--- config.mk ---
export PLATFORM = sky130hd
export DESIGN_NAME = command_frame_deframer
export DESIGN_NICKNAME = d
export VERILOG_FILES = /design/src/hw/rtl/cfd_pkg.sv /design/src/hw/rtl/cfd_apb_regs.sv /design/src/hw/rtl/cfd_parser.sv /design/src/hw/rtl/cfd_out_reg.sv /design/src/hw/rtl/command_frame_deframer.sv
export VERILOG_INCLUDE_DIRS = /design/src /design/src/hw/rtl
export SDC_FILE = /design/constraint.sdc
export NUM_CORES = 1
export LEC_CHECK = 0
export BUFFER_PORTS_ARGS = -buffer_cell sky130_fd_sc_hd__buf_2
export CAP_MARGIN = 20
export CORE_MARGIN = 4
export CORE_UTILIZATION = 35
export DETAILED_ROUTE_END_ITERATION = 12
export GPL_TIMING_DRIVEN = 0
export RECOVER_POWER = 25
export SLEW_MARGIN = 25
export SYNTH_ARGS = -nofsm -noshare
export SYNTH_HDL_FRONTEND = slang
export SYNTH_SLANG_ARGS = --single-unit
--- constraint.sdc ---
create_clock -name i_clk -period 3.05 [get_ports i_clk]
set_input_delay 0.1525 -clock i_clk [delete_from_list [all_inputs] [get_ports i_clk]]
set_output_delay 0.1525 -clock i_clk [all_outputs]
set_load 0.005 [all_outputs]
--- src/hw/rtl/command_frame_deframer_defines.svh ---
// Assertion macros for the command frame deframer.
`ifndef COMMAND_FRAME_DEFRAMER_DEFINES_SVH
`define COMMAND_FRAME_DEFRAMER_DEFINES_SVH

// Same-cycle implication, sampled on i_clk, idle during reset.
`define CFD_ASSERT_IMPL(label, ante, cons) \
    label: assert property (@(posedge i_clk) disable iff (!i_rst_n) (ante) |-> (cons)) \
        else $error("deframer check failed");

// Next-cycle implication, sampled on i_clk, idle during reset.
`define CFD_ASSERT_NEXT(label, ante, cons) \
    label: assert property (@(posedge i_clk) disable iff (!i_rst_n) (ante) |=> (cons)) \
        else $error("deframer check failed");

`endif

--- src/hw/rtl/cfd_pkg.sv ---
// Shared types and constants for the command frame deframer.
package cfd_pkg;

    localparam int LEN_W        = 20;
    localparam int BYTE_W       = 8;
    localparam int OPC_W        = 8;
    localparam int HDR_W        = 24;
    localparam int HCNT_W       = 2;
    localparam int IN_TDATA_W   = 8;
    localparam int IN_TUSER_W   = 1;
    localparam int OUT_TDATA_W  = 40;
    localparam int OUT_TUSER_W  = 3;
    localparam int APB_ADDR_W   = 3;
    localparam int APB_DATA_W   = 32;

    localparam logic [3:0]        HDR_VERSION     = 4'd1;
    localparam logic [HCNT_W-1:0] HDR_LAST_GATHER = 2'd3;
    localparam logic [LEN_W-1:0]  MAX_LEN_RESET   = 20'd65536;

    // Register word index (paddr[2]).
    localparam logic REG_MAX_PAYLOAD_LEN = 1'b0;

    typedef enum logic [2:0] {
        EV_HDR_BYTE = 3'd0,
        EV_HDR_OK   = 3'd1,
        EV_PAYLOAD  = 3'd2,
        EV_HDR_BAD  = 3'd3,
        EV_IGNORED  = 3'd4
    } t_event;

    typedef struct packed {
        t_event             event_res;
        logic [OPC_W-1:0]   opcode;
        logic [LEN_W-1:0]   payload_len;
        logic [BYTE_W-1:0]  payload_byte;
        logic               frame_last;
        logic               zero_terminated;
    } t_result;

endpackage

--- src/hw/rtl/cfd_apb_regs.sv ---
// APB register file holding the maximum payload length.
module cfd_apb_regs
    import cfd_pkg::*;
(
    input  logic                  i_clk,
    input  logic                  i_rst_n,
    input  logic                  psel,
    input  logic                  penable,
    input  logic                  pwrite,
    input  logic [APB_ADDR_W-1:0] paddr,
    input  logic [APB_DATA_W-1:0] pwdata,
    output logic [APB_DATA_W-1:0] prdata,
    output logic                  pready,
    output logic [LEN_W-1:0]      o_max_len
);

    logic [LEN_W-1:0] r_max_len;
    logic [LEN_W-1:0] n_max_len;
    logic             wr_en;

    assign pready = 1'b1;
    assign wr_en  = psel && penable && pwrite && pready
                    && (paddr[2] == REG_MAX_PAYLOAD_LEN);

    always_comb begin
        n_max_len = r_max_len;
        if (wr_en) begin
            n_max_len = pwdata[LEN_W-1:0];
        end
    end

    always_ff @(posedge i_clk) begin
        if (!i_rst_n) begin
            r_max_len <= MAX_LEN_RESET;
        end else begin
            r_max_len <= n_max_len;
        end
    end

    always_comb begin
        prdata = '0;
        if (paddr[2] == REG_MAX_PAYLOAD_LEN) begin
            prdata = {{(APB_DATA_W-LEN_W){1'b0}}, r_max_len};
        end
    end

    assign o_max_len = r_max_len;

endmodule

--- src/hw/rtl/cfd_parser.sv ---
// Frame state and single-step header/payload decode.
module cfd_parser
    import cfd_pkg::*;
(
    input  logic              i_clk,
    input  logic              i_rst_n,
    input  logic              i_step,
    input  logic [BYTE_W-1:0] i_byte,
    input  logic              i_abort,
    input  logic [LEN_W-1:0]  i_max_len,
    output t_result           o_res
);

    logic [HDR_W-1:0]  r_hdr,     n_hdr;
    logic [HCNT_W-1:0] r_hcnt,    n_hcnt;
    logic              r_in_pay,  n_in_pay;
    logic [LEN_W-1:0]  r_remain,  n_remain;
    logic [OPC_W-1:0]  r_opcode,  n_opcode;
    logic [LEN_W-1:0]  r_length,  n_length;
    logic              r_closed,  n_closed;

    logic [3:0]        dec_ver;
    logic [OPC_W-1:0]  dec_opcode;
    logic [LEN_W-1:0]  dec_length;
    logic [LEN_W-1:0]  remain_dec;

    assign dec_ver    = r_hdr[23:20];
    assign dec_opcode = r_hdr[19:12];
    assign dec_length = {r_hdr[11:0], i_byte};
    assign remain_dec = r_remain - 1'b1;

    always_comb begin
        n_hdr    = r_hdr;
        n_hcnt   = r_hcnt;
        n_in_pay = r_in_pay;
        n_remain = r_remain;
        n_opcode = r_opcode;
        n_length = r_length;
        n_closed = r_closed;
        o_res.event_res       = EV_IGNORED;
        o_res.payload_byte    = '0;
        o_res.frame_last      = 1'b0;
        o_res.zero_terminated = 1'b0;

        if (i_abort) begin
            n_hdr    = '0;
            n_hcnt   = '0;
            n_in_pay = 1'b0;
            n_remain = '0;
            n_opcode = '0;
            n_length = '0;
            n_closed = 1'b0;
        end else if (r_closed) begin
            o_res.event_res = EV_IGNORED;
        end else if (r_in_pay) begin
            o_res.event_res    = EV_PAYLOAD;
            o_res.payload_byte = i_byte;
            n_remain           = remain_dec;
            if (remain_dec == '0) begin
                n_in_pay              = 1'b0;
                o_res.frame_last      = 1'b1;
                o_res.zero_terminated = (i_byte == '0);
            end
        end else if (r_hcnt != HDR_LAST_GATHER) begin
            n_hdr           = {r_hdr[HDR_W-BYTE_W-1:0], i_byte};
            n_hcnt          = r_hcnt + 1'b1;
            o_res.event_res = EV_HDR_BYTE;
        end else begin
            n_opcode = dec_opcode;
            n_length = dec_length;
            n_hcnt   = '0;
            n_hdr    = '0;
            if ((dec_ver != HDR_VERSION) || (dec_length > i_max_len)) begin
                o_res.event_res = EV_HDR_BAD;
                n_closed        = 1'b1;
            end else begin
                o_res.event_res = EV_HDR_OK;
                if (dec_length == '0) begin
                    o_res.frame_last      = 1'b1;
                    o_res.zero_terminated = 1'b1;
                end else begin
                    n_in_pay = 1'b1;
                    n_remain = dec_length;
                end
            end
        end

        o_res.opcode      = n_opcode;
        o_res.payload_len = n_length;
    end

    always_ff @(posedge i_clk) begin
        if (!i_rst_n) begin
            r_hdr    <= '0;
            r_hcnt   <= '0;
            r_in_pay <= 1'b0;
            r_remain <= '0;
            r_opcode <= '0;
            r_length <= '0;
            r_closed <= 1'b0;
        end else if (i_step) begin
            r_hdr    <= n_hdr;
            r_hcnt   <= n_hcnt;
            r_in_pay <= n_in_pay;
            r_remain <= n_remain;
            r_opcode <= n_opcode;
            r_length <= n_length;
            r_closed <= n_closed;
        end
    end

endmodule

--- src/hw/rtl/cfd_out_reg.sv ---
// Result register driving the master stream.
module cfd_out_reg
    import cfd_pkg::*;
(
    input  logic                   i_clk,
    input  logic                   i_rst_n,
    input  logic                   i_load,
    input  t_result                i_res,
    output logic                   o_free,
    output logic                   m_axis_tvalid,
    input  logic                   m_axis_tready,
    output logic [OUT_TDATA_W-1:0] m_axis_tdata,
    output logic [OUT_TUSER_W-1:0] m_axis_tuser,
    output logic                   m_axis_tlast
);

    logic    r_valid, n_valid;
    t_result r_res;

    assign o_free = !r_valid || m_axis_tready;

    always_comb begin
        n_valid = r_valid;
        if (o_free) begin
            n_valid = i_load;
        end
    end

    always_ff @(posedge i_clk) begin
        if (!i_rst_n) begin
            r_valid <= 1'b0;
        end else begin
            r_valid <= n_valid;
        end
    end

    always_ff @(posedge i_clk) begin
        if (i_load && o_free) begin
            r_res <= i_res;
        end
    end

    assign m_axis_tvalid = r_valid;
    assign m_axis_tuser  = r_res.event_res;
    assign m_axis_tlast  = r_res.frame_last;
    assign m_axis_tdata  = {3'b000, r_res.zero_terminated, r_res.payload_byte,
                            r_res.payload_len, r_res.opcode};

endmodule

--- src/hw/rtl/command_frame_deframer.sv ---
// Top level of the command frame deframer: input stage, parser, result register.
// An accepted request passes through the input register, then the result register, to the master side.
// Throughput: one byte per cycle while the master side takes results; the parser's header/payload step sits
// between the input register and the result register.
// The input stage can still take one byte while a finished result waits to be taken.
// Reset (synchronous, i_rst_n low): clear frame state, empty both stages,
// set max_payload_len to 65536.
`include "command_frame_deframer_defines.svh"

module command_frame_deframer
    import cfd_pkg::*;
(
    input  logic                   i_clk,
    input  logic                   i_rst_n,
    // slave stream
    input  logic                   s_axis_tvalid,
    output logic                   s_axis_tready,
    input  logic [IN_TDATA_W-1:0]  s_axis_tdata,   // [7:0] data_byte
    input  logic [IN_TUSER_W-1:0]  s_axis_tuser,   // [0] abort
    // master stream
    output logic                   m_axis_tvalid,
    input  logic                   m_axis_tready,
    // [7:0] opcode, [27:8] payload_len, [35:28] payload_byte,
    // [36] zero_terminated, [39:37] zero
    output logic [OUT_TDATA_W-1:0] m_axis_tdata,
    output logic [OUT_TUSER_W-1:0] m_axis_tuser,   // [2:0] event_res
    output logic                   m_axis_tlast,   // frame_last
    // APB configuration
    input  logic                   psel,
    input  logic                   penable,
    input  logic                   pwrite,
    input  logic [APB_ADDR_W-1:0]  paddr,
    input  logic [APB_DATA_W-1:0]  pwdata,
    output logic [APB_DATA_W-1:0]  prdata,
    output logic                   pready
);

    logic              r_in_valid, n_in_valid;
    logic [BYTE_W-1:0] r_in_byte;
    logic              r_in_abort;
    logic              s_accept;
    logic              out_free;
    logic              step;
    logic [LEN_W-1:0]  max_len;
    t_result           step_res;
    logic              m_is_payload;
    logic              m_is_hdr_ok;
    logic [BYTE_W:0]   in_held;

    cfd_apb_regs u_regs (
        .i_clk     (i_clk),
        .i_rst_n   (i_rst_n),
        .psel      (psel),
        .penable   (penable),
        .pwrite    (pwrite),
        .paddr     (paddr),
        .pwdata    (pwdata),
        .prdata    (prdata),
        .pready    (pready),
        .o_max_len (max_len)
    );

    // Input stage: take a request whenever the held byte is empty or moves on.
    assign s_axis_tready = !r_in_valid || out_free;
    assign s_accept      = s_axis_tvalid && s_axis_tready;
    // Advance the held byte through the parser when the result register frees up.
    assign step          = r_in_valid && out_free;

    always_comb begin
        n_in_valid = r_in_valid;
        if (s_accept) begin
            n_in_valid = 1'b1;
        end else if (out_free) begin
            n_in_valid = 1'b0;
        end
    end

    always_ff @(posedge i_clk) begin
        if (!i_rst_n) begin
            r_in_valid <= 1'b0;
        end else begin
            r_in_valid <= n_in_valid;
        end
    end

    always_ff @(posedge i_clk) begin
        if (s_accept) begin
            r_in_byte  <= s_axis_tdata[BYTE_W-1:0];
            r_in_abort <= s_axis_tuser[0];
        end
    end

    cfd_parser u_parser (
        .i_clk     (i_clk),
        .i_rst_n   (i_rst_n),
        .i_step    (step),
        .i_byte    (r_in_byte),
        .i_abort   (r_in_abort),
        .i_max_len (max_len),
        .o_res     (step_res)
    );

    cfd_out_reg u_out (
        .i_clk         (i_clk),
        .i_rst_n       (i_rst_n),
        .i_load        (step),
        .i_res         (step_res),
        .o_free        (out_free),
        .m_axis_tvalid (m_axis_tvalid),
        .m_axis_tready (m_axis_tready),
        .m_axis_tdata  (m_axis_tdata),
        .m_axis_tuser  (m_axis_tuser),
        .m_axis_tlast  (m_axis_tlast)
    );

    assign m_is_payload = (m_axis_tuser == EV_PAYLOAD);
    assign m_is_hdr_ok  = (m_axis_tuser == EV_HDR_OK);
    assign in_held      = {r_in_abort, r_in_byte};

    // A frame only ends on a payload byte or on an accepted empty header.
    `CFD_ASSERT_IMPL(a_last_event, m_axis_tvalid && m_axis_tlast, m_is_payload || m_is_hdr_ok)
    // The zero-terminated flag never shows outside a frame end.
    `CFD_ASSERT_IMPL(a_zterm_last, m_axis_tvalid && m_axis_tdata[36], m_axis_tlast)
    // A held byte stays put while the result register is blocked.
    `CFD_ASSERT_NEXT(a_in_hold, r_in_valid && !out_free, r_in_valid && $stable(in_held))
    // Payload bytes pass through only on payload events.
    `CFD_ASSERT_IMPL(a_pbyte_zero, m_axis_tvalid && !m_is_payload, m_axis_tdata[35:28] == 8'd0)

endmodule
==> summary.txt <==
Outcome
  • Status: finished clean

Min path
  • Worst min-delay path startpoint: m_axis_tready
  • Worst Hold Class: primary input to register
  • Worst hold path depth: 4
  • Hold endpoint: u_out.m_axis_tvalid

Timing
  • Max Fclk: 0.344 GHz
  • Final hold viol count: 0
  • Period minus WS final: 2.90 ns
  • Slew margin rel.: 42.6%
  • Fin. max-slew vios: 0
  • Final worst slack: 0.145 ns
  • Final cycle utilization of the critical path: 95.2%
  • Final setup viols: 0
  • Layout Skew: 0.0158 ns
  • RSZ-0062 raised after global routing: false
  • Worst-Margin Slew: 0.861 ns
  • Setup tns final: 0 ns

Logic synthesis
  • Post-synth top flop: dfxtp_1
  • Post-synthesis xor/xnor area fraction: 1.46%
  • Yosys reg bits: 148
  • Synth Area in Simple Gates: 22.8%
  • Syn Area/Cell: 8.60 um^2
  • Mux cell area share after synthesis: 0.730%
  • Count of cell types in the netlist: 72
  • Synth Area in Adders: 4.00%
  • Number of flops mapped to enable cells by yosys: 50
  • Synthesized area: 7200 um^2
  • Sequential element share of the synthesized area: 48.1%
  • Compound-gate portion of the synthesized area: 16.4%
  • Area leader, netlist: dfxtp_1
  • Asr flop ratio synth: 0%
  • Largest family of logic cells by synthesized area: simple AND/OR/NAND/NOR gates
  • Area share of the largest cell type after synthesis: 27.2%
  • Post-Syn Instances: 838
  • Synthesis Warnings: 0
  • Top cells by area, synth: dfxtp_1 (27%), edfxtp_1 (21%), nand2_1 (10%)

Floorplanning
  • Area of the die: 22900 um^2
  • Die Ht: 151 um
  • Die width: 151 um
  • Ports: 130
  • Site row count: 52
  • Initial Utilization: 35.6%
  • Core ar.: 20200 um^2

Global routing
  • Largest net degree at the start of global routing: 51
  • Vias in the first global route: 6167
  • Initial antenna violation count: 0
  • First-pass GRT wire length: 33600 um
  • Total gr overflow: 0
  • GR Util All Layers: 19.1%

Power and ir drop
  • Pwr per Cell Area: 503 nW/um^2
  • Pleak: 3.25 nW
  • Power Total: 0.00448 W
  • Maximum ir drop on the vdd rail: 0.465 mV

Critical path
  • CP Cell Sequence: ha_1, nand4_2, o211ai_1, a211oi_1, nand3b_1, o211ai_2, buf_2, nand4_1, a21oi_2
  • CP top delay family: compound AO/OA/AOI/OAI gates
  • FF-to-FF Start: u_parser.r_hdr[10]
  • Reg2Reg Setup Slack: 0.15 ns
  • CP max-delay cell: dfxtp_1
  • Critical path required time: 3.41 ns
  • Crit Path Max Fanout: 10
  • CP max stage delay: 0.60 ns
  • Crit path arrival time: 3.27 ns
  • R2R Path End: u_parser.r_remain[17]
  • CP Capture Type: register
  • CP Launch Type: register
  • CP bufs+invs: 1
  • Critical path type: register to register
  • Worst Reg-to-Reg Cells: 9

Clock network
  • Total CTS buffers: 17
  • Max Root-Sink Buffers: 2
  • Clk root buf: clkbuf_16
  • CTS H-Tree Depth: 4
  • Clock insertion delay at the later pin of the skew report: 0.44 ns
  • Sink Count: 148
  • CTS tree: built
  • Clk slew on worst S/H paths: 0.07 ns

Place
  • Pre-CTS worst setup slack: 0.194 ns
  • HPWL reported at the end of detailed placement: 14900 um
  • Port buffer count: 99
  • Post-Place Cells: 1221
  • Global placer's final weighted congestion: 0.934
  • Post-placement cell area: 8090 um^2

Route
  • Total number of vias: 6513
  • DRT Pass-1 Iters: 5
  • Wire per inst: 16.7 um
  • Vias per inst: 5.07
  • Total wire length: 21500 um
  • Starting DRT DRC Count: 587
  • Drc violations: 0
  • Post-route ant nets: 0

Final layout
  • Layout cells sized above 1: 15.4%
  • # diodes: 0
  • Final #Nets: 1075
  • Fin area: 8910 um^2
  • Commonest non-fill, non-tap cell in the layout: nand2_1
  • Post-route insts no fill: 1284
  • Fill count: 1980
  • Commonest non-fill, non-tap cells in the layout: nand2_1 (194), a21oi_1 (131), dfxtp_1 (98), clkbuf_1 (72), buf_2 (72)
  • P&R area growth vs syn: 23.7%

Job
  • Max-Cap Viols: 0
registers in the layout, summed over array words and instances (netlist names), 2 cells and up:
signal / cells
u_parser.r_length: 20
u_parser.r_remain: 20
u_regs.o_max_len: 20
u_out.m_axis_tdata: 37
u_parser.r_hcnt: 2
u_out.m_axis_tuser: 3
u_parser.r_hdr: 24
u_parser.r_opcode: 8
r_in_byte: 8
layout make-up:
cell class | count | area [um^2] | area share (%)
sequential | 148 | 3460 | 38.9
multi-input combinational | 605 | 3340 | 37.4
timing repair buffer | 130 | 762 | 8.55
clock buffer | 18 | 429 | 4.82
buffer | 68 | 350 | 3.93
tap | 270 | 338 | 3.79
clock inverter | 14 | 116 | 1.31
inverter | 31 | 116 | 1.31
worst min-delay path, stage by stage:
cell	delay [ns]
buf_2	0.07
nor2b_1	0.05
nor2_1	0.08
nor2_1	0.04
logic make-up (layout without fill, tap and decap cells):
family          count (synthesis)  after routing
flops                         148            148
fa+ha+maj                      23             23
other cells                     2             16
mux                             5              5
xor+xnor                       12             12
simple gates                  354            354
buf+inv                        99            261
compound gates                195            195
cells in the mapped netlist, drive strengths merged (11+ instances only):
library cell / n
nor3: 11
a21oi: 136
nand4: 17
nor2: 52
clkbuf: 38
edfxtp: 50
inv: 31
dfxtp: 98
ha: 23
nand2: 194
buf: 30
nand3: 32
o21ai: 19
how the worst max path moves through the flow:
stage,from,endpoint,slack [ns],cells after the start
floorplan,u_out.m_axis_tvalid,u_out.m_axis_tdata[0],0.50,5
global placement,u_out.m_axis_tvalid,u_out.m_axis_tuser[1],-0.30,5
detailed placement,r_in_byte[7],u_parser.r_remain[13],0.19,8
CTS,r_in_byte[7],u_parser.r_remain[13],0.18,8
global route,u_parser.r_hdr[7],u_parser.r_remain[9],0.01,9
finish,u_parser.r_hdr[10],u_parser.r_remain[17],0.15,9
where the power goes:
group / leakage (nW) / total [W] / internal [W] / switching, W
clock network: 0.258 / 0.00196 / 0.00106 / 0.000900
registers: 1.27 / 0.00212 / 0.00208 / 0.0000454
logic: 1.73 / 0.000397 / 0.000150 / 0.000246
total: 3.25 / 0.00448 / 0.00329 / 0.00119
routing by layer:
layer	global-route usage, %	vias to the layer above	wire length, um	share of wire, %
li1	-	3217	-	-
met1	26.3	3059	9650	45
met2	30.8	221	10200	47
met3	4.02	16	1430	6.7
met4	4.17	0	214	1.0
met5	0	-	0	0
through the flow:
step           hold slack (ns)  util, %
3_5_place_dp             0.331     40.0
5_1_grt                 0.0553     44.0
4_1_cts                 0.0114     44.2
3_3_place_gp             0.330     40.0
2_1_floorplan            0.251        -
6_report                0.0110     44.0
repair_timing:
action / 4_1_cts / 5_1_grt
hold buffers: 30 / 0
hold endpoints to repair: 30 / 0
setup buffers: 0 / 1
endpoints found under the setup margin: 0 / 16
resized for setup: 0 / 1
(Power assumes the default switching activity.)
